==> config.mk <==
export PLATFORM = sky130hd
export DESIGN_NAME = debug_memory_write_packet_encoder_unit
export DESIGN_NICKNAME = d
export VERILOG_FILES = /design/src/sv/dmwpe_pkg.sv /design/src/sv/debug_memory_write_packet_encoder_unit.sv /design/src/sv/dmwpe_hex.sv /design/src/sv/dmwpe_obuf.sv
export SDC_FILE = /design/constraint.sdc
export NUM_CORES = 1
export LEC_CHECK = 0
export BUFFER_PORTS_ARGS = -buffer_cell sky130_fd_sc_hd__buf_4
export CORE_MARGIN = 1
export CORE_UTILIZATION = 60
export CTS_CLUSTER_SIZE = 16
export DETAILED_ROUTE_END_ITERATION = 8
export PLACE_DENSITY = 0.88
export SYNTH_ARGS = -nofsm -noshare
export SYNTH_HDL_FRONTEND = slang
export SYNTH_SLANG_ARGS = --single-unit
==> constraint.sdc <==
create_clock -name i_clk -period 8.8 [get_ports i_clk]
set_clock_uncertainty 0.2 [all_clocks]
set_input_delay 0.44 -clock i_clk [delete_from_list [all_inputs] [get_ports i_clk]]
set_output_delay 0.44 -clock i_clk [all_outputs]
set_load 0.01 [all_outputs]
==> src/sv/dmwpe_pkg.sv <==
// Shared types, character codes and helpers for the memory write packet encoder.
package dmwpe_pkg;

    localparam int BYTE_W    = 8;
    localparam int ADDR_W    = 32;
    localparam int LEN_W     = 32;
    localparam int CFG_W     = 13;
    localparam int NIB_W     = 4;
    localparam int NIB_CNT   = ADDR_W / NIB_W;
    localparam int NIB_CNT_W = $clog2(NIB_CNT);

    localparam logic [CFG_W-1:0]  CFG_RESET = CFG_W'(256);

    localparam logic [BYTE_W-1:0] CH_X      = 8'h58;  // 'X'
    localparam logic [BYTE_W-1:0] CH_COMMA  = 8'h2c;  // ','
    localparam logic [BYTE_W-1:0] CH_COLON  = 8'h3a;  // ':'
    localparam logic [BYTE_W-1:0] CH_DOLLAR = 8'h24;  // '$'
    localparam logic [BYTE_W-1:0] CH_HASH   = 8'h23;  // '#'
    localparam logic [BYTE_W-1:0] CH_ESC    = 8'h7d;
    localparam logic [BYTE_W-1:0] ESC_XOR   = 8'h20;

    // One output word.
    typedef struct packed {
        logic [BYTE_W-1:0] out_byte;
        logic              packet_end;
        logic              run_last;
    } t_out_word;

    // Status of the hex digit scanner for the current nibble.
    typedef struct packed {
        logic              emit;
        logic              last;
        logic [BYTE_W-1:0] ch;
    } t_hex_st;

    function automatic logic [BYTE_W-1:0] hex_char(input logic [NIB_W-1:0] nib);
        logic [BYTE_W-1:0] res;
        if (nib < NIB_W'(10)) begin
            res = 8'h30 + BYTE_W'(nib);
        end else begin
            res = 8'h57 + BYTE_W'(nib);  // 'a' - 10
        end
        return res;
    endfunction

    function automatic logic needs_escape(input logic [BYTE_W-1:0] b);
        return (b == CH_DOLLAR) || (b == CH_HASH) || (b == CH_ESC);
    endfunction

endpackage

==> src/sv/debug_memory_write_packet_encoder_unit.sv <==
// Memory write packet encoder: segment bytes in, binary X write packet words out.
//
// One input word is taken while the block is idle; the next one is not taken until the
// last word of the current byte has gone into the output register. A byte that stays
// within an open packet sends one data word, or two if it must be escaped. A byte that
// opens a packet also produces the header first: 'X', eight nibble steps of the shared
// hex scanner over the address, ',', eight steps over the length, ':'. Leading zero
// nibbles take a scanner step but send no word. Every step waits while the output side
// stalls. Throughput is set by the single output register (one word per cycle when not
// stalled) and the nibble scanner. A byte outside a segment is taken and sends nothing.
module debug_memory_write_packet_encoder_unit
    import dmwpe_pkg::*;
#(
    parameter int MAX_PACKET = 4096
) (
    input  logic              i_clk,
    input  logic              i_rst_n,
    input  logic              i_cfg_we,
    input  logic [CFG_W-1:0]  i_cfg_wdata,
    input  logic              i_valid,
    output logic              o_ready,
    input  logic [BYTE_W-1:0] i_data_byte,
    input  logic              i_seg_first,
    input  logic [ADDR_W-1:0] i_seg_address,
    input  logic [LEN_W-1:0]  i_seg_length,
    output logic              o_valid,
    input  logic              i_ready,
    output logic [BYTE_W-1:0] o_out_byte,
    output logic              o_packet_end,
    output logic              o_run_last
);

    localparam int PR_W = $clog2(MAX_PACKET + 1);
    localparam logic [LEN_W-1:0] MAX_PKT_L = LEN_W'(MAX_PACKET);

    typedef enum logic [7:0] {
        S_IDLE  = 8'b0000_0001,
        S_HDR_X = 8'b0000_0010,
        S_ADDR  = 8'b0000_0100,
        S_COMMA = 8'b0000_1000,
        S_LEN   = 8'b0001_0000,
        S_COLON = 8'b0010_0000,
        S_DATA  = 8'b0100_0000,
        S_ESC2  = 8'b1000_0000
    } t_state;

    t_state            r_state, n_state;
    logic [CFG_W-1:0]  r_cfg;
    logic [ADDR_W-1:0] r_next_addr;
    logic [LEN_W-1:0]  r_seg_rem;
    logic [PR_W-1:0]   r_prem;
    logic [PR_W-1:0]   r_chunk;
    logic [BYTE_W-1:0] r_byte;
    logic              r_pend;

    logic              w_acc;
    logic [ADDR_W-1:0] w_addr;
    logic [LEN_W-1:0]  w_seg_rem;
    logic [PR_W-1:0]   w_prem;
    logic              w_new_pkt;
    logic [LEN_W-1:0]  w_cfg_l;
    logic [LEN_W-1:0]  w_ps;
    logic [LEN_W-1:0]  w_chunk_l;
    logic [PR_W-1:0]   w_pcnt;

    logic              w_take;
    logic              w_push;
    t_out_word         w_word;
    t_out_word         w_oword;
    logic              w_hex_load;
    logic [ADDR_W-1:0] w_hex_val;
    logic              w_hex_step;
    t_hex_st           w_hex;

    assign o_ready = (r_state == S_IDLE);
    assign w_acc   = i_valid && o_ready;

    // effective segment state for the incoming byte
    assign w_addr    = i_seg_first ? i_seg_address : r_next_addr;
    assign w_seg_rem = i_seg_first ? i_seg_length  : r_seg_rem;
    assign w_prem    = i_seg_first ? '0            : r_prem;
    assign w_new_pkt = (w_prem == '0);

    // packet size clamped to 1..MAX_PACKET, then limited by the segment
    assign w_cfg_l   = LEN_W'(r_cfg);
    always_comb begin
        priority if (w_cfg_l == '0) begin
            w_ps = LEN_W'(1);
        end else if (w_cfg_l > MAX_PKT_L) begin
            w_ps = MAX_PKT_L;
        end else begin
            w_ps = w_cfg_l;
        end
    end
    assign w_chunk_l = (w_seg_rem < w_ps) ? w_seg_rem : w_ps;
    assign w_pcnt    = w_new_pkt ? w_chunk_l[PR_W-1:0] : w_prem;

    always_ff @(posedge i_clk) begin
        if (!i_rst_n) begin
            r_cfg <= CFG_RESET;
        end else if (i_cfg_we) begin
            r_cfg <= i_cfg_wdata;
        end
    end

    always_ff @(posedge i_clk) begin
        if (!i_rst_n) begin
            r_state     <= S_IDLE;
            r_next_addr <= '0;
            r_seg_rem   <= '0;
            r_prem      <= '0;
        end else begin
            r_state <= n_state;
            if (w_acc) begin
                if (w_seg_rem != '0) begin
                    r_next_addr <= w_addr + ADDR_W'(1);
                    r_seg_rem   <= w_seg_rem - LEN_W'(1);
                    r_prem      <= w_pcnt - PR_W'(1);
                end else begin
                    r_next_addr <= w_addr;
                    r_seg_rem   <= '0;
                    r_prem      <= w_prem;
                end
            end
        end
    end

    always_ff @(posedge i_clk) begin
        if (w_acc) begin
            r_byte  <= i_data_byte;
            r_chunk <= w_chunk_l[PR_W-1:0];
            r_pend  <= (w_pcnt == PR_W'(1));
        end
    end

    always_comb begin
        n_state         = r_state;
        w_push          = 1'b0;
        w_word          = '0;
        w_hex_load      = 1'b0;
        w_hex_val       = ADDR_W'(r_chunk);
        w_hex_step      = 1'b0;
        unique case (r_state)
            S_IDLE: begin
                if (w_acc && (w_seg_rem != '0)) begin
                    w_hex_load = 1'b1;
                    w_hex_val  = w_addr;
                    n_state    = w_new_pkt ? S_HDR_X : S_DATA;
                end
            end
            S_HDR_X: begin
                if (w_take) begin
                    w_push          = 1'b1;
                    w_word.out_byte = CH_X;
                    n_state         = S_ADDR;
                end
            end
            S_ADDR: begin
                if (w_take) begin
                    w_hex_step      = 1'b1;
                    w_push          = w_hex.emit;
                    w_word.out_byte = w_hex.ch;
                    if (w_hex.last) begin
                        n_state = S_COMMA;
                    end
                end
            end
            S_COMMA: begin
                if (w_take) begin
                    w_push          = 1'b1;
                    w_word.out_byte = CH_COMMA;
                    w_hex_load      = 1'b1;
                    n_state         = S_LEN;
                end
            end
            S_LEN: begin
                if (w_take) begin
                    w_hex_step      = 1'b1;
                    w_push          = w_hex.emit;
                    w_word.out_byte = w_hex.ch;
                    if (w_hex.last) begin
                        n_state = S_COLON;
                    end
                end
            end
            S_COLON: begin
                if (w_take) begin
                    w_push          = 1'b1;
                    w_word.out_byte = CH_COLON;
                    n_state         = S_DATA;
                end
            end
            S_DATA: begin
                if (w_take) begin
                    w_push = 1'b1;
                    if (needs_escape(r_byte)) begin
                        w_word.out_byte = CH_ESC;
                        n_state         = S_ESC2;
                    end else begin
                        w_word.out_byte   = r_byte;
                        w_word.packet_end = r_pend;
                        w_word.run_last   = 1'b1;
                        n_state           = S_IDLE;
                    end
                end
            end
            S_ESC2: begin
                if (w_take) begin
                    w_push            = 1'b1;
                    w_word.out_byte   = r_byte ^ ESC_XOR;
                    w_word.packet_end = r_pend;
                    w_word.run_last   = 1'b1;
                    n_state           = S_IDLE;
                end
            end
            default: begin
                n_state = S_IDLE;
            end
        endcase
    end

    dmwpe_hex u_hex (
        .i_clk      (i_clk),
        .i_rst_n    (i_rst_n),
        .i_load     (w_hex_load),
        .i_load_val (w_hex_val),
        .i_step     (w_hex_step),
        .o_st       (w_hex)
    );

    dmwpe_obuf u_obuf (
        .i_clk      (i_clk),
        .i_rst_n    (i_rst_n),
        .i_push     (w_push),
        .i_word     (w_word),
        .o_can_take (w_take),
        .o_valid    (o_valid),
        .i_ready    (i_ready),
        .o_word     (w_oword)
    );

    assign o_out_byte   = w_oword.out_byte;
    assign o_packet_end = w_oword.packet_end;
    assign o_run_last   = w_oword.run_last;

endmodule

==> src/sv/dmwpe_hex.sv <==
// Nibble scanner: walks a 32-bit value from the top, one nibble per step, flags digits to print.
module dmwpe_hex
    import dmwpe_pkg::*;
(
    input  logic              i_clk,
    input  logic              i_rst_n,
    input  logic              i_load,
    input  logic [ADDR_W-1:0] i_load_val,
    input  logic              i_step,
    output t_hex_st           o_st
);

    logic [ADDR_W-1:0]    r_sh;
    logic [NIB_CNT_W-1:0] r_cnt;
    logic                 r_started;
    logic [NIB_W-1:0]     w_digit;
    logic                 w_last;

    assign w_digit = r_sh[ADDR_W-1 -: NIB_W];
    assign w_last  = (r_cnt == NIB_CNT_W'(NIB_CNT - 1));

    // leading zeros are skipped, but the last nibble always prints
    assign o_st.emit = (w_digit != '0) || r_started || w_last;
    assign o_st.last = w_last;
    assign o_st.ch   = hex_char(w_digit);

    always_ff @(posedge i_clk) begin
        if (!i_rst_n) begin
            r_cnt     <= '0;
            r_started <= 1'b0;
        end else if (i_load) begin
            r_cnt     <= '0;
            r_started <= 1'b0;
        end else if (i_step) begin
            r_cnt     <= r_cnt + NIB_CNT_W'(1);
            r_started <= r_started || o_st.emit;
        end
    end

    always_ff @(posedge i_clk) begin
        if (i_load) begin
            r_sh <= i_load_val;
        end else if (i_step) begin
            r_sh <= r_sh << NIB_W;
        end
    end

endmodule

==> src/sv/dmwpe_obuf.sv <==
// One-entry output register between the sequencer and the output channel.
module dmwpe_obuf
    import dmwpe_pkg::*;
(
    input  logic      i_clk,
    input  logic      i_rst_n,
    input  logic      i_push,
    input  t_out_word i_word,
    output logic      o_can_take,
    output logic      o_valid,
    input  logic      i_ready,
    output t_out_word o_word
);

    logic      r_valid;
    t_out_word r_word;

    assign o_can_take = !r_valid || i_ready;
    assign o_valid    = r_valid;
    assign o_word     = r_word;

    always_ff @(posedge i_clk) begin
        if (!i_rst_n) begin
            r_valid <= 1'b0;
        end else if (o_can_take) begin
            r_valid <= i_push;
        end
    end

    always_ff @(posedge i_clk) begin
        if (o_can_take && i_push) begin
            r_word <= i_word;
        end
    end

endmodule

# Yosys cells after proc, flatten, opt, wreduce, memory -nomap -nowiden
# Cells that the tools add are included.
[word_totals] regBits=167 in_bits=91 output_inout_bits=12 wordCells=112
[classes] add_sub_neg=6 n_lt_le_gt_ge=3 eq_ne=23 n_mux=44 n_bitwise=2 n_reduce_logical=19
[ops] op="$mux W32" n=8
[ops] op="$mux W8" n=14
[ops] op="$mux W13" n=6
[ops] op="$pmux W8 S8" n=1
[ops] op="$pmux W8 S6" n=1
[ops] op="$add A32 B1 Y32 const B" n=1
[ops] op="$logic_not A32 Y1" n=1
[ops] op="$lt A32 B13 Y1" n=1
[ops] op="$reduce_bool A32 Y1" n=1
[ops] op="$sub A32 B1 Y32 const B" n=1
[ops] op="$eq A8 B6 Y1 const B" n=3
[ops] op="$mux W10" n=2
[ops] op="$ne A2 B1 Y1 const B" n=10
[ops] op="$eq A8 B7 Y1 const B" n=2
[ops] op="$mux W7" n=2
[ops] op="$eq A13 B1 Y1 const B" n=1
[ops] op="$gt A13 B13 Y1 const B" n=1
[ops] op="$logic_not A13 Y1" n=1
[ops] op="$sub A13 B1 Y13 const B" n=1
[ops] op="$mux W6" n=2
[ops] op="$reduce_and A10 Y1" n=1
[ops] op="$add A7 B4 Y8 const A" n=1
[ops] op="$eq A8 B1 Y1 const B" n=1
[ops] op="$eq A8 B2 Y1 const B" n=1
[ops] op="other kinds (20)" n=33

# Logic depth before layout (Yosys ltp)
# Gate-level depths: netlist of run 1.
[depth] ltp_word=8 depth_mapped=22 mapped_depth_nobuf=16

# By module
# From an unflattened synthesis of run 1, not the netlist that was laid out.
[hier_totals] cells_unflattened=1273 hier_area_um2=10965.5
[by_module_without_submodules] module="debug_memory_write_packet_encoder_unit" instances=1 cells_per_inst=1152 area_per_inst_um2=8833.5 seq_area_each_um2=2622.5
[by_module_without_submodules] module="dmwpe_hex" instances=1 cells_per_inst=106 area_per_inst_um2=1774.2 seq_area_each_um2=1041.0
[by_module_without_submodules] module="dmwpe_obuf" instances=1 cells_per_inst=15 area_per_inst_um2=357.8 seq_area_each_um2=320.3

# Least setup slack after synthesis of run 1
# Ideal clock, no wire load.
[synth_timing] path_kind="input -> register" start="input port i_seg_first" end="register r_prem[12]" setup_ps=127 t_arrival_ps=4618 required_time_ps=8473 slack_ps=3855 path_stages=22 n_path_buf=8 path_cell_list="buf_6 buf_4 buf_4 buf_2 buf_2 buf_2 buf_2 mux2i_1 inv_1 ha_1 o21a_1 a211oi_2 o211a_4 buf_6 a21oi_2 a21boi_4 ha_1 o2111ai_1 nor4_2 nand4_1 xnor2_1 o21ai_1"
[synth_via] elab_chain_len=6 word_cells_on_any_way=9 classes_between="add/sub (1); order compare (1); mux (5); reduce/logical (2)"
[synth_lines] element="from (decl)" line="debug_memory_write_packet_encoder_unit.sv:23" rtl="input logic i_seg_first,"
[synth_lines] element="$mux W32 *" line="debug_memory_write_packet_encoder_unit.sv:80" rtl="assign w_seg_rem = i_seg_first ? i_seg_length : r_seg_rem;"
[synth_lines] element="$lt A32 B13 Y1" line="debug_memory_write_packet_encoder_unit.sv:95" rtl="assign w_chunk_l = (w_seg_rem < w_ps) ? w_seg_rem : w_ps;"
[synth_lines] element="$mux W13 *" line="debug_memory_write_packet_encoder_unit.sv:95"
[synth_lines] element="net w_chunk_l[0]" line="debug_memory_write_packet_encoder_unit.sv:63" rtl="logic [LEN_W-1:0] w_chunk_l;"
[synth_lines] element="$mux W13 *" line="debug_memory_write_packet_encoder_unit.sv:96" rtl="assign w_pcnt = w_new_pkt ? w_chunk_l[PR_W-1:0] : w_prem;"
[synth_lines] element="$sub A13 B1 Y13 *" line="debug_memory_write_packet_encoder_unit.sv:118" rtl="r_prem <= w_pcnt - PR_W'(1);"
[synth_lines] element="$mux W13 *" line="debug_memory_write_packet_encoder_unit.sv:115" rtl="if (w_seg_rem != '0) begin"
[synth_lines] element="to (signal assigned)" line="debug_memory_write_packet_encoder_unit.sv:118"
[synth_lines] element="to (signal assigned)" line="debug_memory_write_packet_encoder_unit.sv:122" rtl="r_prem <= w_prem;"
[synth_lines] element="to (decl)" line="debug_memory_write_packet_encoder_unit.sv:51" rtl="logic [PR_W-1:0] r_prem;"
# The timed path passes the listed nets; every way through them passes the cells marked *.
# A chain may end at the register's enable or synchronous reset.

# Worst setup path after layout of run 1
# Same ends and word-level chain as after synthesis.

==> results.md, run 1 <==
- Layout filler cell count: 1,371
- Syn avg cell area: 8.443 um^2
- FFs w/ async S/R, synth: 0
- Relative slew margins: 0.2991
- I/O pins: 103
- Synth Register Bits: 167
- Sequential fraction of the synthesis area: 0.3748
- Top FF cell, synth: dfxtp_1
- Setup Total Neg Slack: 0 ns
- Critical path class: in -> reg
- Cts repair resizes: 0
- Leakage: 4.599 nW
- Final ANT Viol Nets: 0
- Run status: finished, final reports clean
- Crit path DAT: 5.42 ns
- Area grow syn2layout: 13.98%
- Warnings, synthesis: 0
- Number of buffers created by CTS: 17
- Antenna violations before repair: 0
- Cts hold-fix bufs: 8
- Final-report hold violation count: 0
- Dpl ws: 3.227 ns
- Final WL: 29.10 mm
- Post-CTS setup buffers: 0
- Starting Density: 0.6146
- Layout cells sized above 1: 0.1397
- Highest Clock Rate: 188.3 MHz
- CTS Sinks: 167
- Post-Syn Nets: 1,370
- Final max-slew violation count: 0
- Core area: 17,300 um^2
- DP Wirelength: 19.56 mm
- CP Launch Type: input port
- GRT Resource Usage Total: 0.3259
- DR vias: 10.16k
- Min Hold Slack: 0.01944 ns
- Cell taking the most area after synthesis: dfxtp_1
- Worst slew pin tran: 1.042 ns
- Number of synthesized flops with an enable pin: 64
- Vias in the first global route: 9,369
- CTS tree: yes
- First-pass DRT Iterations: 6
- Die width: 135.1 um
- Hold/Removal Path Class: in -> reg
- Fin nets: 1,437
- Row cnt: 48
- Crit end category: register
- Bufs on Longest Clock Path: 2
- I/O Buffers: 102
- Area of the mapped netlist: 10,630 um^2
- Worst EP required: 8.91 ns
- Max VDD drop: 0.1704 mV
- Fin crit period: 5.311 ns
- First-pass GRT wire length: 46.93 mm
- Final worst slack: 3.489 ns
- RSZ-0062 raised after global routing: no
- Crit share post-route: 0.6035
- H-tree levels: 4
- GRT overflow: 0
- Clock transition at path regs: 0.07 ns
- Mapped Cells: 1,259
- Post-layout util: 0.7005
- DIE HEIGHT: 135.1 um
- Yosys top cell area share: 0.1940
- Via density: 6.495
- Root Buffer: clkbuf_16
- DR iter-0 viols: 1,056
- Setup-failing EPs final: 0
- Die area: 18,250 um^2
- Pwr dens: 252.2 nW/um^2
- Clk_lat worst skew: 0.45 ns
- Largest net degree at the start of global routing: 88
- Ant diodes: 0
- CP max FO: 72
- Mean routed wirelength per cell: 18.61 um
- Synth cell types: 87
- R2R Setup Slk: 3.68 ns
- Drt drc: 0
- RD Place Congestion: 0.9879
- Max_cap viols: 0
- Synth area leaders: dfxtp_1 (19%), edfxtp_1 (18%), mux2i_1 (7.7%)
-- Yosys cell counts, types with 4 or more instances --
cell / instances
a211oi_1: 9
a21o_1: 4
a21oi_1: 89
a22oi_1: 21
a31oi_1: 20
a41oi_1: 4
and2_1: 10
and3_1: 14
buf_1: 5
buf_2: 15
buf_4: 5
clkbuf_1: 49
dfxtp_1: 103
edfxtp_1: 64
ha_1: 20
inv_1: 30
mux2i_1: 82
nand2_1: 144
nand2b_1: 16
nand3_1: 70
nand3b_1: 15
nand4_1: 14
nand4b_1: 9
nor2_1: 118
nor2b_1: 9
nor3_1: 36
nor3b_1: 12
nor4_1: 16
o2111ai_1: 12
o211ai_1: 10
o21a_1: 4
o21ai_0: 87
o21ai_1: 10
o221ai_1: 4
o22ai_1: 7
o311ai_1: 6
or2_2: 4
xnor2_1: 27
xor2_1: 13
-- metrics by stage --
stage	total power, mW	area, um^2	instances
after floorplan	1.971	10630	1259
after global placement	2.245	11470	1524
after detailed placement	2.282	11470	1524
after CTS	3.034	12120	1564
after global routing	3.217	12120	1564
final	3.055	12120	1564
-- cell families (layout without fill, tap and decap cells) --
group | Yosys count | count (layout) | synth area share
AND/OR/NAND/NOR | 512 | 512 | 0.2421
AO/OA/AOI/OAI | 324 | 324 | 0.1976
flip-flops | 167 | 167 | 0.3748
buffers and inverters | 108 | 188 | 0.04308
multiplexers | 88 | 88 | 0.08592
XOR/XNOR | 40 | 40 | 0.03296
adder cells (fa/ha/maj) | 20 | 20 | 0.02354
-- cell type report --
| cell class | count | area (um^2) | share of cell area |
|---|---|---|---|
| timing repair buffer | 124 | 954.7 | 0.07879 |
| tap | 225 | 281.5 | 0.02323 |
| multi-input combinational | 984 | 6205 | 0.5121 |
| sequential | 167 | 3984 | 0.3288 |
| clock buffer | 18 | 429.2 | 0.03542 |
| clock inverter | 14 | 140.1 | 0.01157 |
| inverter | 32 | 122.6 | 0.01012 |
-- critical path: stages --
cell and delay [ns]:
buf_6 0.42, mux2i_1 0.49, inv_1 0.22, ha_1 0.36
nand2_1 0.07, a2111oi_0 0.63, o2111ai_1 0.51, o211ai_1 0.48
mux2i_1 0.23, a21oi_1 0.28, ha_1 0.20, o2111ai_1 0.12
nor4_2 0.45, nand4_1 0.20, xnor2_1 0.21, o21ai_1 0.08
-- report_power, final --
| group | switching, mW | leakage, nW | internal (mW) |
|---|---|---|---|
| clock network | 0.350 | 0.276 | 0.398 |
| logic | 0.721 | 2.87 | 0.395 |
| registers | 0.139 | 1.45 | 1.05 |
-- layout by cell type (no fill, tap or decap), drive strengths merged, types with 5 or more instances in the layout --
master,instances
nor4,21
a31oi,20
nand3,70
clkinv,6
nand4b,9
xor2,13
o211ai,11
nor2b,9
nor3,39
inv,37
nand4,14
nor3b,13
dlygate4sd3,8
nor4b,5
o311ai,7
o22ai,7
dfxtp,103
edfxtp,64
a2111oi,6
buf,116
nand2b,16
nand3b,15
ha,20
a21oi,90
and3,14
and2,13
a22oi,22
nand2,144
nor2,118
o21ai,98
o2111ai,12
or2,5
xnor2,27
mux2i,85
a211oi,11
clkbuf,18
a21boi,5
-- final timing paths --
path,start,end,cells past startpoint
worst max-delay path,i_seg_first,r_prem[12]$_SDFFE_PN0P_,16
worst max register to register,r_cfg[12]$_SDFFE_PN0P_,r_prem[12]$_SDFFE_PN0P_,15
worst min-delay path,i_cfg_wdata[8],r_cfg[8]$_SDFFE_PN1P_,3
worst min register to register,r_next_addr[2]$_SDFFE_PN0P_,r_next_addr[2]$_SDFFE_PN0P_,2
-- metal layers --
layer / wire [um] / global-route usage / vias to the layer above
met5: 0 / 0 / -
met4: 885 / 0.1342 / 0
met3: 2177 / 0.05030 / 72
met2: 13730 / 0.5311 / 474
met1: 12310 / 0.4313 / 4820
li1: - / - / 4792
-- state kept, by name, summed over array words and instances, names as in the netlist --
name             cells
u_obuf.o_valid       1
r_prem              13
r_cfg               13
u_hex.r_started      1
r_pend               1
r_state              8
u_obuf.o_word       10
u_hex.r_cnt          3
r_next_addr         32
r_byte               8
r_chunk             13
u_hex.r_sh          32
r_seg_rem           32
Power figures use the tool's default switching activity.
==> run 2: changes to the inputs <==
==> constraint.sdc (replaced) <==
create_clock -name i_clk -period 5.5 [get_ports i_clk]
set_clock_uncertainty 0.2 [all_clocks]
set_input_delay 0.275 -clock i_clk [delete_from_list [all_inputs] [get_ports i_clk]]
set_output_delay 0.275 -clock i_clk [all_outputs]
set_load 0.01 [all_outputs]
==> results.md, run 2 (synthesis results as in run 1) <==
- Final worst slack: 0.8325 ns (was 3.489 ns)
- CP Launch Type: register (was input port)
- Final max-slew violation count: 0 (unchanged)
- Die area: 18,250 um^2 (unchanged)
- Run status: finished, final reports clean (unchanged)
- Final WL: 29.33 mm (was 29.10 mm)
- Layout filler cell count: 1,317 (was 1,371)
- RD Place Congestion: 0.9280 (was 0.9879)
- Max_cap viols: 0 (unchanged)
- Post-CTS setup buffers: 0 (unchanged)
- DIE HEIGHT: 135.1 um (unchanged)
- Cts repair resizes: 0 (unchanged)
- Setup-failing EPs final: 0 (unchanged)
- Final ANT Viol Nets: 0 (unchanged)
- Leakage: 4.712 nW (was 4.599 nW)
- First-pass DRT Iterations: 6 (unchanged)
- Via density: 6.408 (was 6.495)
- PnR Total Power: 4.825 mW (was 3.055 mW)
- Area of the multi-input gates: 6205 um^2 (unchanged)
- DR vias: 10.22k (was 10.16k)
- I/O pins: 103 (unchanged)
- CTS Sinks: 167 (unchanged)
- Sw Share: 0.3929 (was 0.3960)
- Commonest non-fill, non-tap cell in the layout: nand2_1 (unchanged)
- Mean routed wirelength per cell: 18.39 um (was 18.61 um)
- Relative slew margins: 0.3323 (was 0.2991)
- Worst EP required: 5.66 ns (was 8.91 ns)
- Crit share post-route: 0.8486
- Ant diodes: 0 (unchanged)
- Largest net degree at the start of global routing: 105 (was 88)
- Dpl ws: 0.5807 ns (was 3.227 ns)
- Critical path class: reg -> reg (was in -> reg)
- GRT Resource Usage Total: 0.3266 (was 0.3259)
- RSZ-0062 raised after global routing: no (unchanged)
- Comb pwr share: 0.379 (was 0.365)
- CP max FO: 15 (was 72)
- Hold/Removal Path Class: in -> reg (unchanged)
- GRT overflow: 0 (unchanged)
- Drt drc: 0 (unchanged)
- Antenna violations before repair: 0 (unchanged)
- Clock transition at path regs: 0.07 ns (about the same)
- Pwr dens: 388.9 nW/um^2 (was 252.2 nW/um^2)
- Clk_lat worst skew: 0.44 ns (was 0.45 ns)
- Fin crit period: 4.667 ns
- Net Switching: 1.896 mW (was 1.210 mW)
- Highest Clock Rate: 214.2 MHz
- Fin nets: 1,468 (was 1,437)
- Area grow syn2layout: 16.69% (was 13.98%)
- Die width: 135.1 um (unchanged)
- H-tree levels: 4 (unchanged)
- Bufs on Longest Clock Path: 2 (unchanged)
- CTS tree: yes (unchanged)
- DR iter-0 viols: 1,185 (was 1,056)
- Most frequent cells in the layout: nand2_1 (143), nor2_1 (118), buf_4 (116) (was nand2_1 (143), nor2_1 (118), buf_4 (115))
- Core area: 17,300 um^2 (unchanged)
- Final-report hold violation count: 0 (unchanged)
- Number of buffers created by CTS: 17 (unchanged)
- Top Registers: r_next_addr (32), r_seg_rem (32), u_hex.r_sh (32) (unchanged)
- Setup Total Neg Slack: 0 ns (unchanged)
- Crit end category: register (unchanged)
- Vias in the first global route: 9,430 (was 9,369)
- FF+latch area: 3984 um^2 (unchanged)
- Row cnt: 48 (unchanged)
- Max VDD drop: 0.2543 mV (was 0.1704 mV)
- I/O Buffers: 102 (unchanged)
- Crit path DAT: 4.83 ns (was 5.42 ns)
- Clk network pwr share: 0.228 (was 0.245)
- Layout cells sized above 1: 0.1365 (was 0.1397)
- Worst slew pin tran: 0.9923 ns (was 1.042 ns)
- First-pass GRT wire length: 47.06 mm (was 46.93 mm)
- Pint: 2.929 mW (was 1.845 mW)
- Starting Density: 0.6146 (unchanged)
- DP Wirelength: 19.75 mm (was 19.56 mm)
- Flop pwr share: 0.393 (was 0.390)
- Root Buffer: clkbuf_16 (unchanged)
==> run 2: metal layers <==
| layer | GRT usage | share of wire | vias up |
|---|---|---|---|
| met1 | 0.4284 | 0.42 | 4786 |
| met4 | 0.1373 | 0.024 | 0 |
| li1 | - | - | 4859 |
| met2 | 0.5325 | 0.48 | 515 |
| met5 | 0 | 0 | - |
| met3 | 0.05405 | 0.082 | 61 |
==> run 2: power groups by stage <==
stage,clock [mW],sequential (mW),combinational [mW]
final,1.10,1.90,1.83
after global routing,1.16,1.93,2.00
after CTS,1.11,1.89,1.80
after detailed placement,0,1.91,1.77
after global placement,0,1.90,1.72
after floorplan,0,1.85,1.30
==> run 2: final cells by class <==
class                   count  share of cell area
flip-flops and latches    167              0.3212
clock inverters            13            0.007767
well taps                 225             0.02270
repair buffers            155              0.1034
inverters                  32            0.009885
clock buffers              19             0.03490
multi-input cells         984              0.5002
==> run 2: final timing paths <==
check                                     from                           end  slack (ns)  depth (start not counted)
setup reg to reg        r_cfg[12]$_SDFFE_PN0P_       r_prem[10]$_SDFFE_PN0P_        0.83                         15
hold reg to reg   r_next_addr[14]$_SDFFE_PN0P_  r_next_addr[14]$_SDFFE_PN0P_        0.26                          2
setup / recovery        r_cfg[12]$_SDFFE_PN0P_       r_prem[10]$_SDFFE_PN0P_        0.83                         15
hold / removal               i_seg_address[24]  r_next_addr[24]$_SDFFE_PN0P_        0.03                          3
==> run 2: worst max-delay path, stage by stage, from the launching register on <==
cell and delay (ns):
dfxtp_1 0.33, inv_1 0.36, nand2_1 0.22, ha_1 0.34, a21o_1 0.18, a211o_1 0.29, a211oi_2 0.56, o211ai_1 0.24
mux2i_1 0.26, a21oi_1 0.26, ha_1 0.22, o2111ai_1 0.12, nor4_2 0.49, nand3_1 0.18, xor2_1 0.18, o2bb2ai_1 0.15
==> run 2: timing repair <==
action,in CTS,in global routing
endpoints found under the hold margin,34,0
endpoints found under the setup margin,0,0
hold buffers,36,0
==> run 2: through the flow <==
| step | util | hold WS [ns] | std cells | area (um^2) |
|---|---|---|---|---|
| after floorplan | - | 0.1739 | 1259 | 10630 |
| after global placement | 0.6657 | 0.2377 | 1527 | 11510 |
| after detailed placement | 0.6657 | 0.2494 | 1527 | 11510 |
| after CTS | 0.7172 | 0.01285 | 1595 | 12400 |
| after global routing | 0.7172 | 0.02158 | 1595 | 12400 |
| final | 0.7172 | 0.03023 | 1595 | 12400 |
